<file path="config.mk">
export PLATFORM = sky130hd
export DESIGN_NAME = chbd_front
export DESIGN_NICKNAME = d
export VERILOG_FILES = /design/src/rtl/chbd_pkg.sv /design/src/rtl/chbd_front.sv
export SDC_FILE = /design/constraint.sdc
export NUM_CORES = 1
export LEC_CHECK = 0
export BUFFER_PORTS_ARGS = -buffer_cell sky130_fd_sc_hd__buf_2
export CAP_MARGIN = 10
export CORE_ASPECT_RATIO = 1.5
export CORE_MARGIN = 4
export CORE_UTILIZATION = 34
export DETAILED_ROUTE_END_ITERATION = 12
export HOLD_SLACK_MARGIN = 0.15
export PLACE_DENSITY = 0.74
export SYNTH_ARGS = -nofsm -noshare
export SYNTH_HDL_FRONTEND = slang
export SYNTH_SLANG_ARGS = --single-unit
</file>
<file path="constraint.sdc">
create_clock -name clk -period 1.3 [get_ports clk]
set_input_delay 0.065 -clock clk [delete_from_list [all_inputs] [get_ports clk]]
set_output_delay 0.065 -clock clk [all_outputs]
set_load 0.01 [all_outputs]
</file>
<file path="src/rtl/chbd_pkg.sv">
// ----------------------------------------------------------------------------
// chbd_pkg: shared types and constants for the complex halfband decimator
// Sample, coefficient and pair word types, register map and datapath widths.
// ----------------------------------------------------------------------------
package chbd_pkg;

    // Datapath widths
    localparam int SAMPLE_W   = 16;
    localparam int COEF_W     = 18;
    localparam int PAIR_SUM_W = SAMPLE_W + 1;
    localparam int PROD_W     = PAIR_SUM_W + COEF_W;
    localparam int ACC_W      = 40;
    localparam int CENTER_SH  = 16;
    localparam int ROUND_SH   = 17;
    localparam int RES_W      = ACC_W - ROUND_SH;

    // Register map: coef_0 .. coef_7 at byte address 4*i
    localparam int NUM_COEFS  = 8;
    localparam int PADDR_W    = 5;
    localparam int PDATA_W    = 32;
    localparam int REG_IDX_LO = 2;

    // Queue between front and back
    localparam int FIFO_DEPTH = 2;
    localparam int FIFO_AW    = 1;
    localparam int FIFO_CNT_W = 2;

    typedef logic signed [SAMPLE_W-1:0] sample_t;
    typedef logic signed [COEF_W-1:0]   coef_t;
    typedef logic signed [ACC_W-1:0]    acc_t;

    // One even/odd sample pair, ready for the filter engine
    typedef struct packed {
        sample_t even_i;
        sample_t even_q;
        sample_t odd_i;
        sample_t odd_q;
    } pair_t;

endpackage

</file>
<file path="src/rtl/chbd_front.sv">
// ----------------------------------------------------------------------------
// chbd_front: input word pairing
// Holds each even sample and pushes it with the following odd sample as one
// pair into the queue toward the filter engine.
// ----------------------------------------------------------------------------
module chbd_front
(
    input  logic               clk,
    input  logic               rst_n,
    input  logic               s_axis_tvalid,
    output logic               s_axis_tready,
    input  logic [31:0]        s_axis_tdata,   // [15:0] sample_i, [31:16] sample_q
    output logic               push,
    output chbd_pkg::pair_t    push_data,
    input  logic               full
);

    logic             holding_reg;
    chbd_pkg::sample_t held_i_reg;
    chbd_pkg::sample_t held_q_reg;
    logic             accept;

    // An even word is always taken; an odd word needs room in the queue
    assign s_axis_tready = !holding_reg || !full;
    assign accept        = s_axis_tvalid && s_axis_tready;
    assign push          = accept && holding_reg;

    assign push_data.even_i = held_i_reg;
    assign push_data.even_q = held_q_reg;
    assign push_data.odd_i  = s_axis_tdata[15:0];
    assign push_data.odd_q  = s_axis_tdata[31:16];

    // Even/odd phase
    always_ff @(posedge clk or negedge rst_n)
    begin
        if (!rst_n)
        begin
            holding_reg <= 1'b0;
        end
        else if (accept)
        begin
            holding_reg <= !holding_reg;
        end
    end

    // Held even sample
    always_ff @(posedge clk)
    begin
        if (accept && !holding_reg)
        begin
            held_i_reg <= s_axis_tdata[15:0];
            held_q_reg <= s_axis_tdata[31:16];
        end
    end

endmodule

</file>
# --- After elaboration in Yosys (flattened, before gate mapping) ---
# Cells that the tools add are included.
# Widths: inputs -> output; s select.
op_classes:
  reduce_logical: 6
op_table:
  columns: ["operator", "n"]
  rows:
  - ["$logic_and 1x1->1", 3]
  - ["$logic_not 1->1", 2]
  - ["$logic_or 1x1->1", 1]
word_totals:
  ff_bits: 33
  wordCells: 9
  out_inout_bits: 66

# --- Logic depth before layout (Yosys ltp) ---
depth:
  ltp_word: 4
  mapped_depth: 2
  ltp_nobuf: 2

# --- Worst setup path before layout ---
# OpenSTA, ideal clock, no wires.
synth_path:
  path_type: "register to register"
  start: "register holding_reg"
  end: "register held_i_reg[0], enable pin"
  setup_time_ps: 374
  arrival_ps: 940
  required_time_ps: 926
  n_path_buf: 0
  synth_period_minus_slack_ps: 1313
  slack_ps: -13
  path_stages_with_launch: 2
  cell_sequence: "dfrtp_1 -> and2b_2"
synth_via:
  elab_chain_len: 4
synth_rtl:
  columns: ["item", "line", "source"]
  rows:
  - ["start: declaration", "chbd_front.sv:18", "logic holding_reg;"]
  - ["start signal: assignment", "chbd_front.sv:42", "holding_reg <= !holding_reg;"]
  - ["$logic_not 1->1 *", "chbd_front.sv:24, chbd_front.sv:49", null]
  - ["$logic_or 1x1->1", "chbd_front.sv:24", "assign s_axis_tready = !holding_reg || !full;"]
  - ["$logic_and 1x1->1", "chbd_front.sv:25", "assign accept = s_axis_tvalid && s_axis_tready;"]
  - ["$logic_and 1x1->1 *", "chbd_front.sv:49", "if (accept && !holding_reg)"]
  - ["end signal: assignment", "chbd_front.sv:51", "held_i_reg <= s_axis_tdata[15:0];"]
  - ["end: declaration", "chbd_front.sv:19", "chbd_pkg::sample_t held_i_reg;"]
# Every way passes the cells marked *; elsewhere a longest branch is shown, timed or not.
# A chain may end at the register's enable or synchronous reset.

# --- Worst setup path after layout ---
layout_path:
  start: "register holding_reg"
  end: "register held_i_reg[3], enable pin"
# Same word-level chain as after synthesis.

==> qor.csv <==
metric,value,unit
outcome,finished clean,
path_class,reg2reg,
antenna_found_initial,0,
synth_seq_cells,33,
netlist_area,1260,µm²
syn_inst,71,
holdBufCountCts,36,
nets,221,
worstSetupStartpointType,flop,
hold_viol,0,
skew,0.00422,ns
met2_usage,26.9,%
seqCellArea,986,µm²
pin_count,102,
max_freq,871,MHz
dp.cells,184,
final.period_utilization,88.3,%
yosys-top-cells-count,"buf_4, edfxtp_1, nand2_1, nor2_1",
synth.area.top_cells,"edfxtp_1, buf_4, dfrtp_1",
maxCapViolations,0,
start_util,36.2,%
gr-usage-met3,5.44,%
synth-main-ff-cell,edfxtp_1,
ant_nets,0,
synth_edf_count,32,
stdcell_count,228,
antenna_cells,0,
post_cts_resized,0,
htreeDepth,2,
synth_fp_nets,107,
p_total,0.00235,W
cp-end-kind,flop,
numPortBuffers,101,
grt_busiest_layer,met2,
insertion_delay,0.27,ns
final_util,59.5,%
yosysWarningCount,0,
core_area,3480,µm²
routabilityCongestion,0.690,
postCtsSetupRepairBufs,0,
via_count,940,
grt_max_degree,19,
wl,3150,µm
rsz0062_at_grt,no,
gr-total-overflow,0,
chipHeight,82.6,µm
path_max_fanout,18,
whs,0.513,ns
areaGrowthSynthToFinish,64.2,%
dieArea,4760,µm²
die_w,57.7,µm
yosysSeqAreaShare,78.3,%
relSlewSlack,92.4,%
drc,0,
use_met1,11.6,%
drv_slew,0,
cts_buffer_depth,2,
vias_per_cell,4.12,
rows,26,
drtIter0Drc,16,
cts_tree,done,
multi_input_area,35.0,µm²
ir_drop,0.990,mV
p_leak,0.936,nW
async_reset_ff_share,3.03,%
grt_first_pass_wirelength,4610,µm
ys_types,7,
cts_root_buf,clkbuf_8,
grtUsageTotal,13.3,%
synth_top_area_share,76.3,%
crit_required,1.28,ns
arrival,1.13,ns
wl_per_cell,13.8,µm
clk_pin_slew,0.06,ns
tightestPinTransition,0.114,ns
hp-class,in2reg,
setup_violations,0,
fillers,270,
p_per_area,1140,nW/µm²
synth_top_area_cell,edfxtp_1,
final_layout_size_suffix_gt1_share,59.1,%
period_minus_slack,1.15,ns
final.setup.tns,0,ns
dr.pass1.iters,4,
numCtsBuffers,5,
syn_avg_cell_area,17.7,µm²
cts.sinks,33,
grt_pass1_vias,992,
[critical path, cell delays in order, from the launching register on]
cell and delay [ns]:
dfrtp_1 0.40, and2b_4 0.29, buf_12 0.16
[cell usage in the layout, fill, tap and decap left out]
cell,instances
nor2_1,2
nand2_1,2
clkbuf_8,6
dlygate4sd3_1,36
buf_12,2
edfxtp_1,32
o21ba_1,1
dfrtp_1,1
buf_2,101
and2b_4,1
clkbuf_1,2
[final timing paths]
check	start	to	slack [ns]	cells past startpoint
worst max-delay path	holding_reg	held_i_reg[3]	0.15	2
worst min-delay path	s_axis_tdata[22]	held_q_reg[6]	0.51	2
worst max register to register	holding_reg	held_i_reg[3]	0.15	2
worst min register to register	holding_reg	holding_reg	0.65	2
max in group asynchronous	rst_n	holding_reg	0.56	3
min in group asynchronous	rst_n	holding_reg	0.64	3
[cell type report]
cell class	count	share of cell area, %
repair buffers	139	43.8
multi-input cells	6	1.69
clock buffers	8	4.35
well taps	42	2.54
flip-flops and latches	33	47.6
[where the power goes]
group          total [W]  leakage [nW]  internal [W]  switching, W
combinational   0.000368         0.585      0.000199      0.000168
clock           0.000737        0.0455      0.000430      0.000306
sequential       0.00124         0.306       0.00123     0.0000126
total            0.00235         0.936       0.00186      0.000487
[layer usage]
layer	up-vias	wire length, µm
li1	442	-
met1	427	986
met2	66	1770
met3	5	350
met4	0	44
met5	-	0
[logic make-up (layout without fill, tap and decap cells)]
group | count (synthesis) | after routing | synth area share, %
AOI/OAI and AO/OA | 1 | 1 | 0.794
DFF | 33 | 33 | 78.3
buffers and inverters | 32 | 147 | 19.1
and+or+nand+nor | 5 | 5 | 1.89
[per-stage QoR]
step                      setup WS (ns)  cell area (µm²)
final                             0.152             2070
after global routing              0.124             2070
after detailed placement          0.162             1620
after global placement            0.182             1620
after floorplan                   0.102             1260
after CTS                         0.147             2070
No activity file was read; power rests on OpenSTA's default activity.
