===== src/rtl/chbd_pkg.sv =====
// ----------------------------------------------------------------------------
// chbd_pkg: shared types and constants for the complex halfband decimator
// Sample, coefficient and pair word types, register map and datapath widths.
// ----------------------------------------------------------------------------
package chbd_pkg;

    // Datapath widths
    localparam int SAMPLE_W   = 16;
    localparam int COEF_W     = 18;
    localparam int PAIR_SUM_W = SAMPLE_W + 1;
    localparam int PROD_W     = PAIR_SUM_W + COEF_W;
    localparam int ACC_W      = 40;
    localparam int CENTER_SH  = 16;
    localparam int ROUND_SH   = 17;
    localparam int RES_W      = ACC_W - ROUND_SH;

    // Register map: coef_0 .. coef_7 at byte address 4*i
    localparam int NUM_COEFS  = 8;
    localparam int PADDR_W    = 5;
    localparam int PDATA_W    = 32;
    localparam int REG_IDX_LO = 2;

    // Queue between front and back
    localparam int FIFO_DEPTH = 2;
    localparam int FIFO_AW    = 1;
    localparam int FIFO_CNT_W = 2;

    typedef logic signed [SAMPLE_W-1:0] sample_t;
    typedef logic signed [COEF_W-1:0]   coef_t;
    typedef logic signed [ACC_W-1:0]    acc_t;

    // One even/odd sample pair, ready for the filter engine
    typedef struct packed {
        sample_t even_i;
        sample_t even_q;
        sample_t odd_i;
        sample_t odd_q;
    } pair_t;

endpackage


===== src/rtl/chbd_fifo.sv =====
// ----------------------------------------------------------------------------
// chbd_fifo: short pair queue
// Two-entry queue that decouples word pairing from the filter engine.
// ----------------------------------------------------------------------------
module chbd_fifo
(
    input  logic            clk,
    input  logic            rst_n,
    input  logic            push,
    input  chbd_pkg::pair_t push_data,
    output logic            full,
    input  logic            pop,
    output chbd_pkg::pair_t pop_data,
    output logic            empty
);

    chbd_pkg::pair_t                   mem_reg [chbd_pkg::FIFO_DEPTH];
    logic [chbd_pkg::FIFO_AW-1:0]      wr_ptr_reg;
    logic [chbd_pkg::FIFO_AW-1:0]      rd_ptr_reg;
    logic [chbd_pkg::FIFO_CNT_W-1:0]   count_reg;

    assign full     = (count_reg == chbd_pkg::FIFO_CNT_W'(chbd_pkg::FIFO_DEPTH));
    assign empty    = (count_reg == '0);
    assign pop_data = mem_reg[rd_ptr_reg];

    // Entry storage
    always_ff @(posedge clk)
    begin
        if (push)
        begin
            mem_reg[wr_ptr_reg] <= push_data;
        end
    end

    // Pointers and fill count
    always_ff @(posedge clk or negedge rst_n)
    begin
        if (!rst_n)
        begin
            wr_ptr_reg <= '0;
            rd_ptr_reg <= '0;
            count_reg  <= '0;
        end
        else
        begin
            if (push)
            begin
                wr_ptr_reg <= wr_ptr_reg + 1'b1;
            end
            if (pop)
            begin
                rd_ptr_reg <= rd_ptr_reg + 1'b1;
            end
            if (push && !pop)
            begin
                count_reg <= count_reg + 1'b1;
            end
            else if (pop && !push)
            begin
                count_reg <= count_reg - 1'b1;
            end
        end
    end

endmodule


===== config.mk =====
export PLATFORM = sky130hd
export DESIGN_NAME = chbd_fifo
export DESIGN_NICKNAME = d
export VERILOG_FILES = /design/src/rtl/chbd_pkg.sv /design/src/rtl/chbd_fifo.sv
export SDC_FILE = /design/constraint.sdc
export NUM_CORES = 1
export LEC_CHECK = 0
export BUFFER_PORTS_ARGS = -buffer_cell sky130_fd_sc_hd__buf_2
export CAP_MARGIN = 20
export CORE_MARGIN = 3
export CORE_UTILIZATION = 35
export CTS_CLUSTER_SIZE = 20
export DETAILED_ROUTE_END_ITERATION = 16
export PLACE_DENSITY = 0.66
export SLEW_MARGIN = 20
export SYNTH_ARGS = -nofsm -noshare
export SYNTH_HDL_FRONTEND = slang
export SYNTH_SLANG_ARGS = --single-unit

===== constraint.sdc =====
create_clock -name clk -period 4.3 [get_ports clk]
set_clock_uncertainty 0.1 [all_clocks]
set_input_delay 0.215 -clock clk [delete_from_list [all_inputs] [get_ports clk]]
set_output_delay 0.215 -clock clk [all_outputs]
set_load 0.005 [all_outputs]

After elaboration in Yosys (flattened, before gate mapping)

Memory sizes are Yosys's and may differ from the RTL's.
Index checks and enable logic that the tools add are counted.

Add/subtract/negate cells: 4
Eq/ne operators: 1
Muxes and demuxes: 4
Reduce and logical (&&, ||, !) cells: 6

Operator list:

| operator                                                            | number |
|---|---|
| 2-bit 2-to-1 mux                                                    | 2 |
| 1-bit adder (second input constant)                                 | 2 |
| 2-bit by 1-bit adder with 2-bit output (second input constant)      | 1 |
| 2-bit == test (second input constant)                               | 1 |
| 1-bit logical AND                                                   | 2 |
| 1-bit zero test                                                     | 2 |
| 2-bit zero test                                                     | 1 |
| 1-bit 2-to-1 mux                                                    | 2 |
| 2-bit nonzero test                                                  | 1 |
| 2-bit by 1-bit subtractor with 2-bit output (second input constant) | 1 |

Register bits: 4
RAM bits: 128
Input port bits: 68
Output and inout port bits: 66
Word-level logic and storage cells: 19
Memories kept: 1

Memory list:

| name    | words | bits a word | read ports | clocked after memory_dff | wr ports | line            | text |
|---|---|---|---|---|---|---|---|
| mem_reg | 2     | 64          | 1          | 0                        | 1        | chbd_fifo.sv:17 | `chbd_pkg::pair_t mem_reg [chbd_pkg::FIFO_DEPTH];` |

Longest topological paths before layout

Word-level depth: 4
Depth in mapped cells: 5
Mapped depth without buffers: 5

Least setup slack after synthesis

No wires, ideal clock.

Kind: flip-flop to flip-flop
From: register wr_ptr_reg
To: memory mem_reg[0][0] (netlist bit), enable pin
Setup time: 494 ps
Arrival: 3247 ps
Path slack: 459 ps
Stages on the path, launching flop included: 2
Period minus slack after synthesis: 3841 ps
Cell sequence: dfrtp_1 > nor2b_1

RTL lines:

| what                   | line            | text |
|---|---|---|
| from (decl)            | chbd_fifo.sv:18 | `logic [chbd_pkg::FIFO_AW-1:0] wr_ptr_reg;` |
| from (signal assigned) | chbd_fifo.sv:48 | `wr_ptr_reg <= wr_ptr_reg + 1'b1;` |
| to (decl)              | chbd_fifo.sv:17 |  |

Straight into the memory's write port.

==> results.yml <==
timing:
  max_slew_margin: 0.391
  setup_violations: 0
  worst_slack_ns: 1.99
  fmax_ghz: 0.433
  post-route-period-util: 0.537
  rsz0062_at_grt: "false"
  worstMarginPinSlew_ns: 0.914
  hold_viol_final: 0
  slew_viol_final: 0
  fin_crit_ns: 2.31
  hold_slack_ns: 0.0446
  tns_ns: 0
critical_path:
  critPathMaxFanout: 35
  startpoint_type: "flop"
  endpoint: "pop_data[48]"
  cp.required_ns: 3.98
  worst-setup-path-type: "flop to primary output"
  end_kind: "primary output"
  r2r_cells: 2
  r2r_slack_ns: 2.57
  reg2reg_from: "wr_ptr_reg$_DFFE_PN0P_"
  startpoint: "rd_ptr_reg$_DFFE_PN0P_"
  critPathArrivalTime_ns: 2.00
  rr_endpoint: "mem_reg[0][5]$_DFFE_PP_"
logic_synthesis:
  synth-simple-area-share: 0.00524
  synthAdderAreaFrac: 0.00250
  synth_area_um2: 5010
  ys_seq_elements: 132
  yosys.area.top_type: "edfxtp_1"
  synth_xor_area_frac: 0.00874
  seq_area_frac_synth: 0.787
  netlist.area_leader.share: 0.767
  syn-num-nets: 284
  synthMuxAreaShare: 0.181
  synth_compound_area_frac: 0
  yosys_warnings: 0
  yosysUniqueCellTypes: 13
  syn_area_per_cell_um2: 23.3
  syn_inst: 215
  synth_area_leaders: "edfxtp_1 (77%), mux2_4 (15%), mux2_2 (3.1%)"
  synth_top_family_by_area: "multiplexers"
global_routing:
  grt_overflow: 0
  grt_max_degree: 66
  grt_pass1_vias: 2890
  grt_pass1_wl_mm: 14.3
  track_usage: 0.118
  antenna_found_initial: 0
floorplan:
  rows: 43
  coreArea_um2: 13900
  io_pins: 134
  fp.dieArea_um2: 15800
  die-height_um: 126
  initial_core_util: 0.360
  fp.dieW_um: 126
power_and_ir_drop:
  p_leak_nw: 2.86
  combPwrFrac: 0.260
  p_sw_mw: 1.07
  pwr-share-clk: 0.311
  power.share.sequential: 0.429
  swShare: 0.246
  ir_worst_vdd_uv: 291
  power.internal_mw: 3.26
  p_per_area_nw_per_um2: 609
detailed_routing:
  top_layer: "met4"
  met3_length_um: 496
  wl_met1_mm: 3.54
  drc: 0
  final_antenna_net_count: 0
  drt_iter0_markers: 75
  wl_mm: 8.92
  vias: 2668
  viasPerCell: 4.29
  drt_pass1_iterations: 4
  dr_wl_met2_mm: 4.70
  detail_route.wl_per_cell_um: 14.3
clock_network:
  clock_path_buffers: 2
  numCtsBuffers: 17
  clk_latency_ns: 0.40
  clk_root_buffer_cell: "clkbuf_16"
  cts_sinks: 132
  path_clk_slew_ns: 0.05
  cts_tree: "built"
  htreeDepth: 4
layout:
  final_layout_size_suffix_gt1_frac: 0.511
  antennaDiodeCount: 0
  fin_cells: 622
  syn_to_final_growth_pct: 41.8
  finish.utilization: 0.510
  final_common_cell: "buf_2"
  final_cell_mix: "buf_2 (133), edfxtp_1 (128), dlygate4sd3_1 (67)"
  fillCellCount: 1152
  largest_reg_flops: 128
  nNetsFinal: 498
placed_design:
  dpl.hpwl_mm: 5.21
  portBuffers: 133
  place_inst: 522
  pre_cts_ws_ns: 2.20
  gp_congestion: 0.670
job:
  cap_violations: 0
hold_path:
  hold_path.class: "input port to async pin"
status:
  status: "completed"
==> power groups by stage <==
stage | registers, mW | clock network (mW) | logic (mW)
finish | 1.86 | 1.35 | 1.13
CTS | 1.95 | 1.39 | 1.06
global placement | 1.96 | 0 | 0.998
detailed placement | 1.98 | 0 | 1.01
global route | 1.89 | 1.45 | 1.21
floorplan | 1.80 | 0 | 0.794
==> per-stage QoR <==
step | total power, mW | instance area (um^2)
2_1_floorplan | 2.60 | 5010
3_3_place_gp | 2.96 | 5850
3_5_place_dp | 2.98 | 5850
4_1_cts | 4.40 | 7080
5_1_grt | 4.55 | 7110
6_report | 4.33 | 7110
==> synthesized netlist by cell type <==
library cell	instances
ha_1	1
mux2_4	50
xor2_1	4
nor2b_1	2
dfrtp_1	4
buf_2	1
nor2_1	2
edfxtp_1	128
mux2_2	14
inv_1	1
and2_1	1
buf_6	6
xnor2_1	1
==> how the worst min path moves through the flow <==
stage,from,to,slack (ns)
floorplan,rst_n,count_reg[0]$_DFFE_PN0P_,-0.18
global placement,rst_n,count_reg[1]$_DFFE_PN0P_,-0.07
detailed placement,rst_n,count_reg[0]$_DFFE_PN0P_,-0.07
global route,rst_n,count_reg[1]$_DFFE_PN0P_,0.04
finish,rst_n,count_reg[1]$_DFFE_PN0P_,0.04
CTS,rst_n,count_reg[1]$_DFFE_PN0P_,0.03
==> logic make-up after synthesis <==
logic type | Yosys count
xor+xnor | 5
fa+ha+maj | 1
flops | 132
mux | 64
simple gates | 5
buf+inv | 8
==> layer usage <==
| metal | global-route usage | vias to the layer above |
|---|---|---|
| met5 | 0 | - |
| met4 | 0.0593 | 0 |
| met3 | 0.0411 | 15 |
| met2 | 0.207 | 82 |
| met1 | 0.125 | 1297 |
| li1 | - | 1274 |
==> worst max-delay path: stages, from the launching register on <==
cell     delay [ns]
dfrtp_4        0.77
buf_16         0.31
mux2_2         0.36
buf_2          0.12
==> layout make-up <==
type,instances,area (um^2),share of cell area
clock inverter,7,82.6,0.0116
sequential,132,3950,0.555
multi-input combinational,75,1000,0.141
tap,180,225,0.0317
inverter,1,3.75,0.000528
timing repair buffer,202,1370,0.193
clock buffer,25,475,0.0669
==> timing repair <==
action / 4_1_cts / 5_1_grt
hold buffers: 67 / 0
resized for setup: 0 / 0
hold endpoints to repair: 134 / 0
setup buffers: 0 / 0
Note: power is estimated with default switching activity, not from simulation.
