$ cat src/rtl/chbd_pkg.sv
// ----------------------------------------------------------------------------
// chbd_pkg: shared types and constants for the complex halfband decimator
// Sample, coefficient and pair word types, register map and datapath widths.
// ----------------------------------------------------------------------------
package chbd_pkg;

    // Datapath widths
    localparam int SAMPLE_W   = 16;
    localparam int COEF_W     = 18;
    localparam int PAIR_SUM_W = SAMPLE_W + 1;
    localparam int PROD_W     = PAIR_SUM_W + COEF_W;
    localparam int ACC_W      = 40;
    localparam int CENTER_SH  = 16;
    localparam int ROUND_SH   = 17;
    localparam int RES_W      = ACC_W - ROUND_SH;

    // Register map: coef_0 .. coef_7 at byte address 4*i
    localparam int NUM_COEFS  = 8;
    localparam int PADDR_W    = 5;
    localparam int PDATA_W    = 32;
    localparam int REG_IDX_LO = 2;

    // Queue between front and back
    localparam int FIFO_DEPTH = 2;
    localparam int FIFO_AW    = 1;
    localparam int FIFO_CNT_W = 2;

    typedef logic signed [SAMPLE_W-1:0] sample_t;
    typedef logic signed [COEF_W-1:0]   coef_t;
    typedef logic signed [ACC_W-1:0]    acc_t;

    // One even/odd sample pair, ready for the filter engine
    typedef struct packed {
        sample_t even_i;
        sample_t even_q;
        sample_t odd_i;
        sample_t odd_q;
    } pair_t;

endpackage

$ cat src/rtl/chbd_back.sv
// ----------------------------------------------------------------------------
// chbd_back: delay lines and filter engine
// Shifts each pair into the even and odd delay lines, runs the symmetric FIR
// one coefficient a cycle on a shared multiplier per component, then rounds,
// saturates and holds the result in the output register.
// ----------------------------------------------------------------------------
module chbd_back
#(
    parameter int TAP_COUNT = 16
)
(
    input  logic             clk,
    input  logic             rst_n,
    input  logic             empty,
    output logic             pop,
    input  chbd_pkg::pair_t  pop_data,
    input  chbd_pkg::coef_t  coefs [chbd_pkg::NUM_COEFS],
    output logic             m_axis_tvalid,
    input  logic             m_axis_tready,
    output logic [31:0]      m_axis_tdata,   // [15:0] out_i, [31:16] out_q
    output logic             m_axis_tuser    // [0] saturated
);

    localparam int HALF  = TAP_COUNT / 2;
    localparam int BASE  = TAP_COUNT % 2;
    localparam int WLEN  = TAP_COUNT - BASE;
    localparam int MID   = WLEN / 2;
    localparam int CNT_W = (HALF > 1) ? $clog2(HALF) : 1;
    localparam int SW    = chbd_pkg::SAMPLE_W;
    localparam int AW    = chbd_pkg::ACC_W;
    localparam int PSW   = chbd_pkg::PAIR_SUM_W;
    localparam int RW    = chbd_pkg::RES_W;

    localparam logic [2:0] ST_IDLE = 3'd0;
    localparam logic [2:0] ST_LOAD = 3'd1;
    localparam logic [2:0] ST_MUL  = 3'd2;
    localparam logic [2:0] ST_ACC  = 3'd3;
    localparam logic [2:0] ST_RND  = 3'd4;

    logic [2:0]              state_reg;
    logic [CNT_W-1:0]        cnt_reg;
    logic                    prod_vld_reg;

    chbd_pkg::sample_t       ev_i_reg [TAP_COUNT];
    chbd_pkg::sample_t       ev_q_reg [TAP_COUNT];
    chbd_pkg::sample_t       od_i_reg [TAP_COUNT];
    chbd_pkg::sample_t       od_q_reg [TAP_COUNT];

    chbd_pkg::sample_t       w_i_reg [WLEN];
    chbd_pkg::sample_t       w_q_reg [WLEN];
    chbd_pkg::coef_t         c_reg   [HALF];

    logic signed [chbd_pkg::PROD_W-1:0] prod_i_reg;
    logic signed [chbd_pkg::PROD_W-1:0] prod_q_reg;
    chbd_pkg::acc_t          acc_i_reg;
    chbd_pkg::acc_t          acc_q_reg;

    logic                    out_valid_reg;
    chbd_pkg::sample_t       out_i_reg;
    chbd_pkg::sample_t       out_q_reg;
    logic                    out_sat_reg;

    chbd_pkg::sample_t       center_i;
    chbd_pkg::sample_t       center_q;
    logic signed [PSW-1:0]   pair_i;
    logic signed [PSW-1:0]   pair_q;
    chbd_pkg::acc_t          sum_i;
    chbd_pkg::acc_t          sum_q;
    logic signed [RW-1:0]    res_i;
    logic signed [RW-1:0]    res_q;
    chbd_pkg::sample_t       sat_i;
    chbd_pkg::sample_t       sat_q;
    logic                    clip_i;
    logic                    clip_q;
    logic                    out_load;

    assign pop      = (state_reg == ST_IDLE) && !empty;
    assign out_load = (state_reg == ST_RND) && (!out_valid_reg || m_axis_tready);

    // Center tap comes from the line that the pair sums do not use
    always_comb
    begin
        if (BASE == 0)
        begin
            center_i = od_i_reg[HALF];
            center_q = od_q_reg[HALF];
        end
        else
        begin
            center_i = ev_i_reg[HALF];
            center_q = ev_q_reg[HALF];
        end
    end

    // Symmetric pair from the two ends of the folded working line
    assign pair_i = PSW'(w_i_reg[0]) + PSW'(w_i_reg[WLEN-1]);
    assign pair_q = PSW'(w_q_reg[0]) + PSW'(w_q_reg[WLEN-1]);

    // Round half up to Q1.15 and clip
    assign sum_i = acc_i_reg + AW'(65536);
    assign sum_q = acc_q_reg + AW'(65536);
    assign res_i = sum_i[AW-1:chbd_pkg::ROUND_SH];
    assign res_q = sum_q[AW-1:chbd_pkg::ROUND_SH];

    always_comb
    begin
        clip_i = 1'b1;
        clip_q = 1'b1;
        if (res_i > RW'(32767))
        begin
            sat_i = 16'sh7FFF;
        end
        else if (res_i < -RW'(32768))
        begin
            sat_i = 16'sh8000;
        end
        else
        begin
            sat_i  = res_i[SW-1:0];
            clip_i = 1'b0;
        end
        if (res_q > RW'(32767))
        begin
            sat_q = 16'sh7FFF;
        end
        else if (res_q < -RW'(32768))
        begin
            sat_q = 16'sh8000;
        end
        else
        begin
            sat_q  = res_q[SW-1:0];
            clip_q = 1'b0;
        end
    end

    // Sequencer
    always_ff @(posedge clk or negedge rst_n)
    begin
        if (!rst_n)
        begin
            state_reg    <= ST_IDLE;
            cnt_reg      <= '0;
            prod_vld_reg <= 1'b0;
        end
        else
        begin
            unique case (state_reg)
                ST_IDLE:
                begin
                    if (!empty)
                    begin
                        state_reg <= ST_LOAD;
                    end
                end
                ST_LOAD:
                begin
                    cnt_reg      <= '0;
                    prod_vld_reg <= 1'b0;
                    state_reg    <= ST_MUL;
                end
                ST_MUL:
                begin
                    prod_vld_reg <= 1'b1;
                    cnt_reg      <= cnt_reg + 1'b1;
                    if (cnt_reg == CNT_W'(HALF - 1))
                    begin
                        state_reg <= ST_ACC;
                    end
                end
                ST_ACC:
                begin
                    state_reg <= ST_RND;
                end
                ST_RND:
                begin
                    if (out_load)
                    begin
                        state_reg <= ST_IDLE;
                    end
                end
                default:
                begin
                    state_reg <= ST_IDLE;
                end
            endcase
        end
    end

    // Delay lines, index 0 newest
    always_ff @(posedge clk or negedge rst_n)
    begin
        if (!rst_n)
        begin
            for (int n = 0; n < TAP_COUNT; n++)
            begin
                ev_i_reg[n] <= '0;
                ev_q_reg[n] <= '0;
                od_i_reg[n] <= '0;
                od_q_reg[n] <= '0;
            end
        end
        else if (pop)
        begin
            for (int n = 1; n < TAP_COUNT; n++)
            begin
                ev_i_reg[n] <= ev_i_reg[n-1];
                ev_q_reg[n] <= ev_q_reg[n-1];
                od_i_reg[n] <= od_i_reg[n-1];
                od_q_reg[n] <= od_q_reg[n-1];
            end
            ev_i_reg[0] <= pop_data.even_i;
            ev_q_reg[0] <= pop_data.even_q;
            od_i_reg[0] <= pop_data.odd_i;
            od_q_reg[0] <= pop_data.odd_q;
        end
    end

    // Folded working line: lower half walks down, upper half walks up,
    // so the ends always hold the next symmetric pair
    for (genvar j = 0; j < WLEN; j++)
    begin : g_work
        always_ff @(posedge clk)
        begin
            if (state_reg == ST_LOAD)
            begin
                if (BASE == 0)
                begin
                    w_i_reg[j] <= ev_i_reg[j];
                    w_q_reg[j] <= ev_q_reg[j];
                end
                else
                begin
                    w_i_reg[j] <= od_i_reg[j + BASE];
                    w_q_reg[j] <= od_q_reg[j + BASE];
                end
            end
            else if (state_reg == ST_MUL)
            begin
                if (j < MID - 1)
                begin
                    w_i_reg[j] <= w_i_reg[(j < MID - 1) ? j + 1 : j];
                    w_q_reg[j] <= w_q_reg[(j < MID - 1) ? j + 1 : j];
                end
                else if (j > MID)
                begin
                    w_i_reg[j] <= w_i_reg[(j > MID) ? j - 1 : j];
                    w_q_reg[j] <= w_q_reg[(j > MID) ? j - 1 : j];
                end
            end
        end
    end

    // Coefficient shift line, head always feeds the multipliers
    for (genvar k = 0; k < HALF; k++)
    begin : g_coef
        always_ff @(posedge clk)
        begin
            if (state_reg == ST_LOAD)
            begin
                c_reg[k] <= coefs[k];
            end
            else if (state_reg == ST_MUL)
            begin
                c_reg[k] <= c_reg[(k < HALF - 1) ? k + 1 : k];
            end
        end
    end

    // Multiply stage and accumulator
    always_ff @(posedge clk)
    begin
        if (state_reg == ST_MUL)
        begin
            prod_i_reg <= pair_i * c_reg[0];
            prod_q_reg <= pair_q * c_reg[0];
        end
        if (state_reg == ST_LOAD)
        begin
            acc_i_reg <= {{(AW - SW - chbd_pkg::CENTER_SH){center_i[SW-1]}}, center_i,
                          {chbd_pkg::CENTER_SH{1'b0}}};
            acc_q_reg <= {{(AW - SW - chbd_pkg::CENTER_SH){center_q[SW-1]}}, center_q,
                          {chbd_pkg::CENTER_SH{1'b0}}};
        end
        else if ((state_reg == ST_MUL && prod_vld_reg) || state_reg == ST_ACC)
        begin
            acc_i_reg <= acc_i_reg + AW'(prod_i_reg);
            acc_q_reg <= acc_q_reg + AW'(prod_q_reg);
        end
    end

    // Output register
    always_ff @(posedge clk or negedge rst_n)
    begin
        if (!rst_n)
        begin
            out_valid_reg <= 1'b0;
        end
        else if (out_load)
        begin
            out_valid_reg <= 1'b1;
        end
        else if (m_axis_tready)
        begin
            out_valid_reg <= 1'b0;
        end
    end

    always_ff @(posedge clk)
    begin
        if (out_load)
        begin
            out_i_reg   <= sat_i;
            out_q_reg   <= sat_q;
            out_sat_reg <= clip_i || clip_q;
        end
    end

    assign m_axis_tvalid = out_valid_reg;
    assign m_axis_tdata  = {out_q_reg, out_i_reg};
    assign m_axis_tuser  = out_sat_reg;

endmodule

$ cat config.mk
export PLATFORM = sky130hd
export DESIGN_NAME = chbd_back
export DESIGN_NICKNAME = d
export VERILOG_FILES = /design/src/rtl/chbd_pkg.sv /design/src/rtl/chbd_back.sv
export SDC_FILE = /design/constraint.sdc
export NUM_CORES = 2
export LEC_CHECK = 0
export BUFFER_PORTS_ARGS = -buffer_cell sky130_fd_sc_hd__buf_2
export CORE_UTILIZATION = 40
export DETAILED_ROUTE_END_ITERATION = 16
export PLACE_DENSITY = 0.63
export SETUP_SLACK_MARGIN = 0.3
export SYNTH_ARGS = -nofsm -noshare
export SYNTH_HDL_FRONTEND = slang
export SYNTH_SLANG_ARGS = --single-unit
$ cat constraint.sdc
create_clock -name clk -period 14.65 [get_ports clk]
set_clock_uncertainty 0.15 [all_clocks]
set_input_delay 0 -clock clk [delete_from_list [all_inputs] [get_ports clk]]
set_output_delay 0 -clock clk [all_outputs]
set_load 0.005 [all_outputs]
### After elaboration in Yosys (flattened, before gate mapping)

Memories as Yosys holds them, arrays and structs flattened.
Index checks and enable logic that the tools add are counted.

| word-level totals | value |
|---|---|
| bits in registers | 991 |
| bits in latches | 0 |
| memory bits (writable) | 656 |
| ROM bits | 0 |
| input port bits | 212 |
| output and inout port bits | 35 |
| logic and storage cells | 195 |
| memories kept | 3 |

| operators by class | value |
|---|---|
| add/subtract/negate cells | 7 |
| multipliers | 2 |
| divide/modulo/power cells | 0 |
| magnitude comparators | 4 |
| equal/unequal tests | 8 |
| shifts and indexed selects | 0 |
| mux-type cells | 59 |
| bitwise logic cells | 36 |
| reductions and logical operators | 13 |

Memories:

| memory | depth | width | read ports | clocked after memory_dff | write ports | line | source |
|---|---|---|---|---|---|---|---|
| w_i_reg | 16 | 16 | 16 | 0 | 16 | chbd_back.sv:49 | `chbd_pkg::sample_t w_i_reg [WLEN];` |
| w_q_reg | 16 | 16 | 16 | 0 | 16 | chbd_back.sv:50 | `chbd_pkg::sample_t w_q_reg [WLEN];` |
| c_reg | 8 | 18 | 8 | 0 | 8 | chbd_back.sv:51 | `chbd_pkg::coef_t c_reg [HALF];` |

Operators by type and width:

| operator | number |
|---|---|
| 16-bit two-way mux | 30 |
| 40-bit two-way mux | 4 |
| 18-bit two-way mux | 8 |
| 40-bit by 18-bit adder with 40-bit output, second input constant | 2 |
| 40-bit by 35-bit adder with 40-bit output | 2 |
| 17-bit by 18-bit multiplier with 35-bit output | 2 |
| 23-bit by 16-bit > comparator with 1-bit output, second input constant | 2 |
| 23-bit by 16-bit < comparator with 1-bit output, second input constant | 2 |
| 1-bit OR | 36 |
| 16-bit by 16-bit adder with 17-bit output | 2 |
| 3-bit one-hot mux with 5 select lines | 1 |
| 1-bit two-way mux | 11 |
| 3-bit two-way mux | 3 |
| 3-bit by 2-bit equality test with 1-bit output, second input constant | 2 |
| 3-bit equality test, second input constant | 2 |
| 2-bit inequality test, second input constant | 3 |
| 3-bit one-hot mux with 2 select lines | 1 |
| 2-bit nonzero test | 3 |
| 3-bit by 1-bit adder with 3-bit output, second input constant | 1 |
| 3-bit by 1-bit equality test with 1-bit output, second input constant | 1 |
| 1-bit logical AND | 3 |
| 3-bit zero test | 1 |
| 1-bit logical OR | 3 |
| 3-bit AND reduction | 1 |
| 2 further kinds | 3 |

### Longest topological paths before layout

| logic depth | value |
|---|---|
| depth in word-level cells | 5 |
| mapped depth | 35 |
| depth with buffers taken out | 33 |

### Worst setup path after synthesis

No wires, ideal clock.

| timing path | value |
|---|---|
| kind | register to register |
| start | register state_reg[1] |
| end | memory c_reg[0][0] in the netlist's numbering (enable) |
| setup time | 918 ps |
| data arrival time | 12539 ps |
| required time | 13582 ps |
| slack | 1043 ps |
| stages on the path, launching flop included | 8 |
| buffers on the path | 3 |
| clock period less this slack | 13607 ps |
| cells stage by stage | dfrtp_1 clkbuf_1 or3b_2 clkbuf_1 inv_1 clkbuf_1 nor2_1 inv_1 |

RTL lines:

| element | line | source |
|---|---|---|
| start, declared | chbd_back.sv:40 | `logic [2:0] state_reg;` |
| start signal, assigned | chbd_back.sv:142 | `state_reg <= ST_IDLE;` |
| start signal, assigned | chbd_back.sv:153 | `state_reg <= ST_LOAD;` |
| start signal, assigned | chbd_back.sv:160 | `state_reg <= ST_MUL;` |
| end, declared | chbd_back.sv:51 |  |

==> metrics <==
Max H-tree Level=4; Num CTS Buffers=170; pins over their slew limit=0; most common cell after layout, fill and taps aside=nand2_1; Pre-Repair DR Iteration Count=8; Final Wtd Congestion=~0.88; Longest Clk Path Bufs=3; Post-Syn Area=roughly 0.092 mm²; EDFF count, synth=807; worst setup margin=5.86 ns; pre-CTS setup slack=~5.9 ns; FP Rows=around 180; Final Hold Vio Count=0; DRC=0; Synth Flop Type=dfrtp_1; #FFs+latches synth=1647; Post-CTS Resized=0; most used cell, CP=fa_1; outcome=finished clean; Netlist cell types=90; Crit Path Category=register to register; Initial Util=roughly two fifths; worst path required time=approximately 15 ns; first-pass GRT wire length=between 300000 and 400000 µm; clk root buf=clkbuf_16; worst hold path type=input pin to async pin; post-synthesis sequential area ratio=48.9%; GRT Overall Usage=between 10% and 20%; Antenna Nets Post-Route=0; Final period util=about three fifths; Layout fillers=20300; Die X=between 400 and 500 µm; MaxCap Viol Count=0; Slowest Stage Delay on Critical Path=0.57 ns; CP max stage cell=or3b_2; Fmax achieved=between 100 and 150 MHz; most frequent cells in the layout=nand2_1 (2244), dfrtp_1 (808), edfxtp_1 (807), mux2_2 (801), inv_1 (769); DR iter-0 viols=4370; grt ovf=0; type of origin of the critical path=register; Port Buffer Count=246; initial antenna violation count=10; CORE AREA=0.228 mm²; die area=around 0.23 mm²; DR vias/cell=between 5 and 6; Syn Area/Cell=approximately 11 µm²; Mapped Nets=a little over 9000; yosys warns=0; CTS Sinks=1647; unrepaired setup endpoints after global routing=false; # setup viols final=0; via count=slightly above 60000; Clk Latency, worst-skew pair=just over 0.8 ns; Worst-path clk slew=roughly 0.060 ns; Slew @ Worst Pin=between 1 and 1.5 ns; Async S/R FF share, synth=between 40% and 50%; setup TNS=0 ns; WL per Instance=17.4 µm; Mapped Cells=approximately 8000; Total Nets Final=roughly 9900; Final min period=a little under 9 ns; layout cell share with drive strength beyond 1=16.2%; number of global-route vias before repair=approximately 62000; HPWL Detailed=roughly 130000 µm; CTS tree=done; Top Ports=247; CP arrival=around 9.2 ns; largest net degree at the start of global routing=between 200 and 250; Worst Path Max Fanout=17; element type at the critical path end=register; WL final=slightly above 200000 µm; Syn-to-layout area delta=15.9%; Chip Height=roughly 480 µm; slew margin rel.=a little over a quarter
[kinds of logic after synthesis]
logic type / Yosys count / share of synthesized area (%)
simple gates: 2932 / 13.4
flops: 1647 / 48.9
buf+inv: 1132 / 4.62
fa+ha+maj: 914 / 17.5
mux: 805 / 9.83
compound gates: 578 / 4.03
xor+xnor: 178 / 1.69
[area by class of cell]
| cell class | instances | area, µm² | area share [%] |
|---|---|---|---|
| clock inverter | 62 | 798 | 0.747 |
| antenna | 16 | 40.0 | 0.0375 |
| inverter | 773 | 2920 | 2.73 |
| tap | 3009 | 3760 | 3.52 |
| clock buffer | 253 | 4940 | 4.63 |
| multi-input combinational | 5407 | 42800 | 40.1 |
| sequential | 1647 | 45100 | 42.2 |
| timing repair buffer | 777 | 6440 | 6.03 |
[final timing paths]
| path | startpoint | endpoint | slack, ns | cells after the start |
|---|---|---|---|---|
| worst max-delay path | w_i_reg[1][113] | prod_i_reg[34] | 5.86 | 28 |
| worst min-delay path | rst_n | ev_q_reg[186] | 0.24 | 4 |
| worst max register to register | w_i_reg[1][113] | prod_i_reg[34] | 5.86 | 28 |
| worst min register to register | ev_i_reg[114] | w_i_reg[1][2] | 0.30 | 0 |
| max in group asynchronous | rst_n | od_i_reg[141] | 11.44 | 6 |
| min in group clk | coefs[71] | c_reg[1][17] | 0.26 | 4 |
[repair_timing]
action	CTS	global route
endpoints found under the hold margin	584	0
buffers inserted	0	0
hold buffers	443	0
[metal layers]
metal,vias to the layer above,GRT usage [%],routed length [µm]
met4,0,6.33,6580
met2,1359,29.9,102000
met3,418,2.46,8420
li1,28100,-,-
met5,-,0,0
met1,30500,24.3,91300
[cell usage after synthesis (48+ instances only)]
| cell type | instances | share of area [%] |
|---|---|---|
| nand2_1 | 2245 | 9.1 |
| nand3_1 | 70 | 0.38 |
| clkbuf_1 | 347 | 1.4 |
| nor3_1 | 48 | 0.26 |
| xor2_1 | 62 | 0.59 |
| mux2_2 | 801 | 9.8 |
| fa_1 | 626 | 14 |
| o21ai_0 | 123 | 0.67 |
| a21o_1 | 58 | 0.47 |
| edfxtp_1 | 807 | 26 |
| nor2_1 | 145 | 0.59 |
| inv_1 | 772 | 3.1 |
| a21oi_1 | 177 | 0.96 |
| xnor2_1 | 116 | 1.1 |
| dfrtp_1 | 808 | 22 |
| and2_1 | 214 | 1.5 |
| ha_1 | 288 | 3.9 |
[through the flow]
stage          instances  util [%]  hold WS (ns)  area, µm²
2_1_floorplan       8186         -        -0.446      92200
3_3_place_gp       11200      42.3       -0.0427      96600
3_5_place_dp       11200      42.3       -0.0532      96600
4_1_cts            11900      46.8         0.189     107000
5_1_grt            11900      46.8         0.256     107000
6_report           11900      46.8         0.236     107000
[critical path, delay by kind of cell (launching register included)]
family	cells	cell delay [ns]
flip-flops	1	0.42
XOR/XNOR	1	0.07
AND/OR/NAND/NOR	4	1.49
AO/OA/AOI/OAI	12	2.84
buffers and inverters	3	0.14
adder cells (fa/ha/maj)	8	3.44
Power is not shown: default switching activity piles up to over one toggle a cycle in this logic, so the estimate is an artifact.
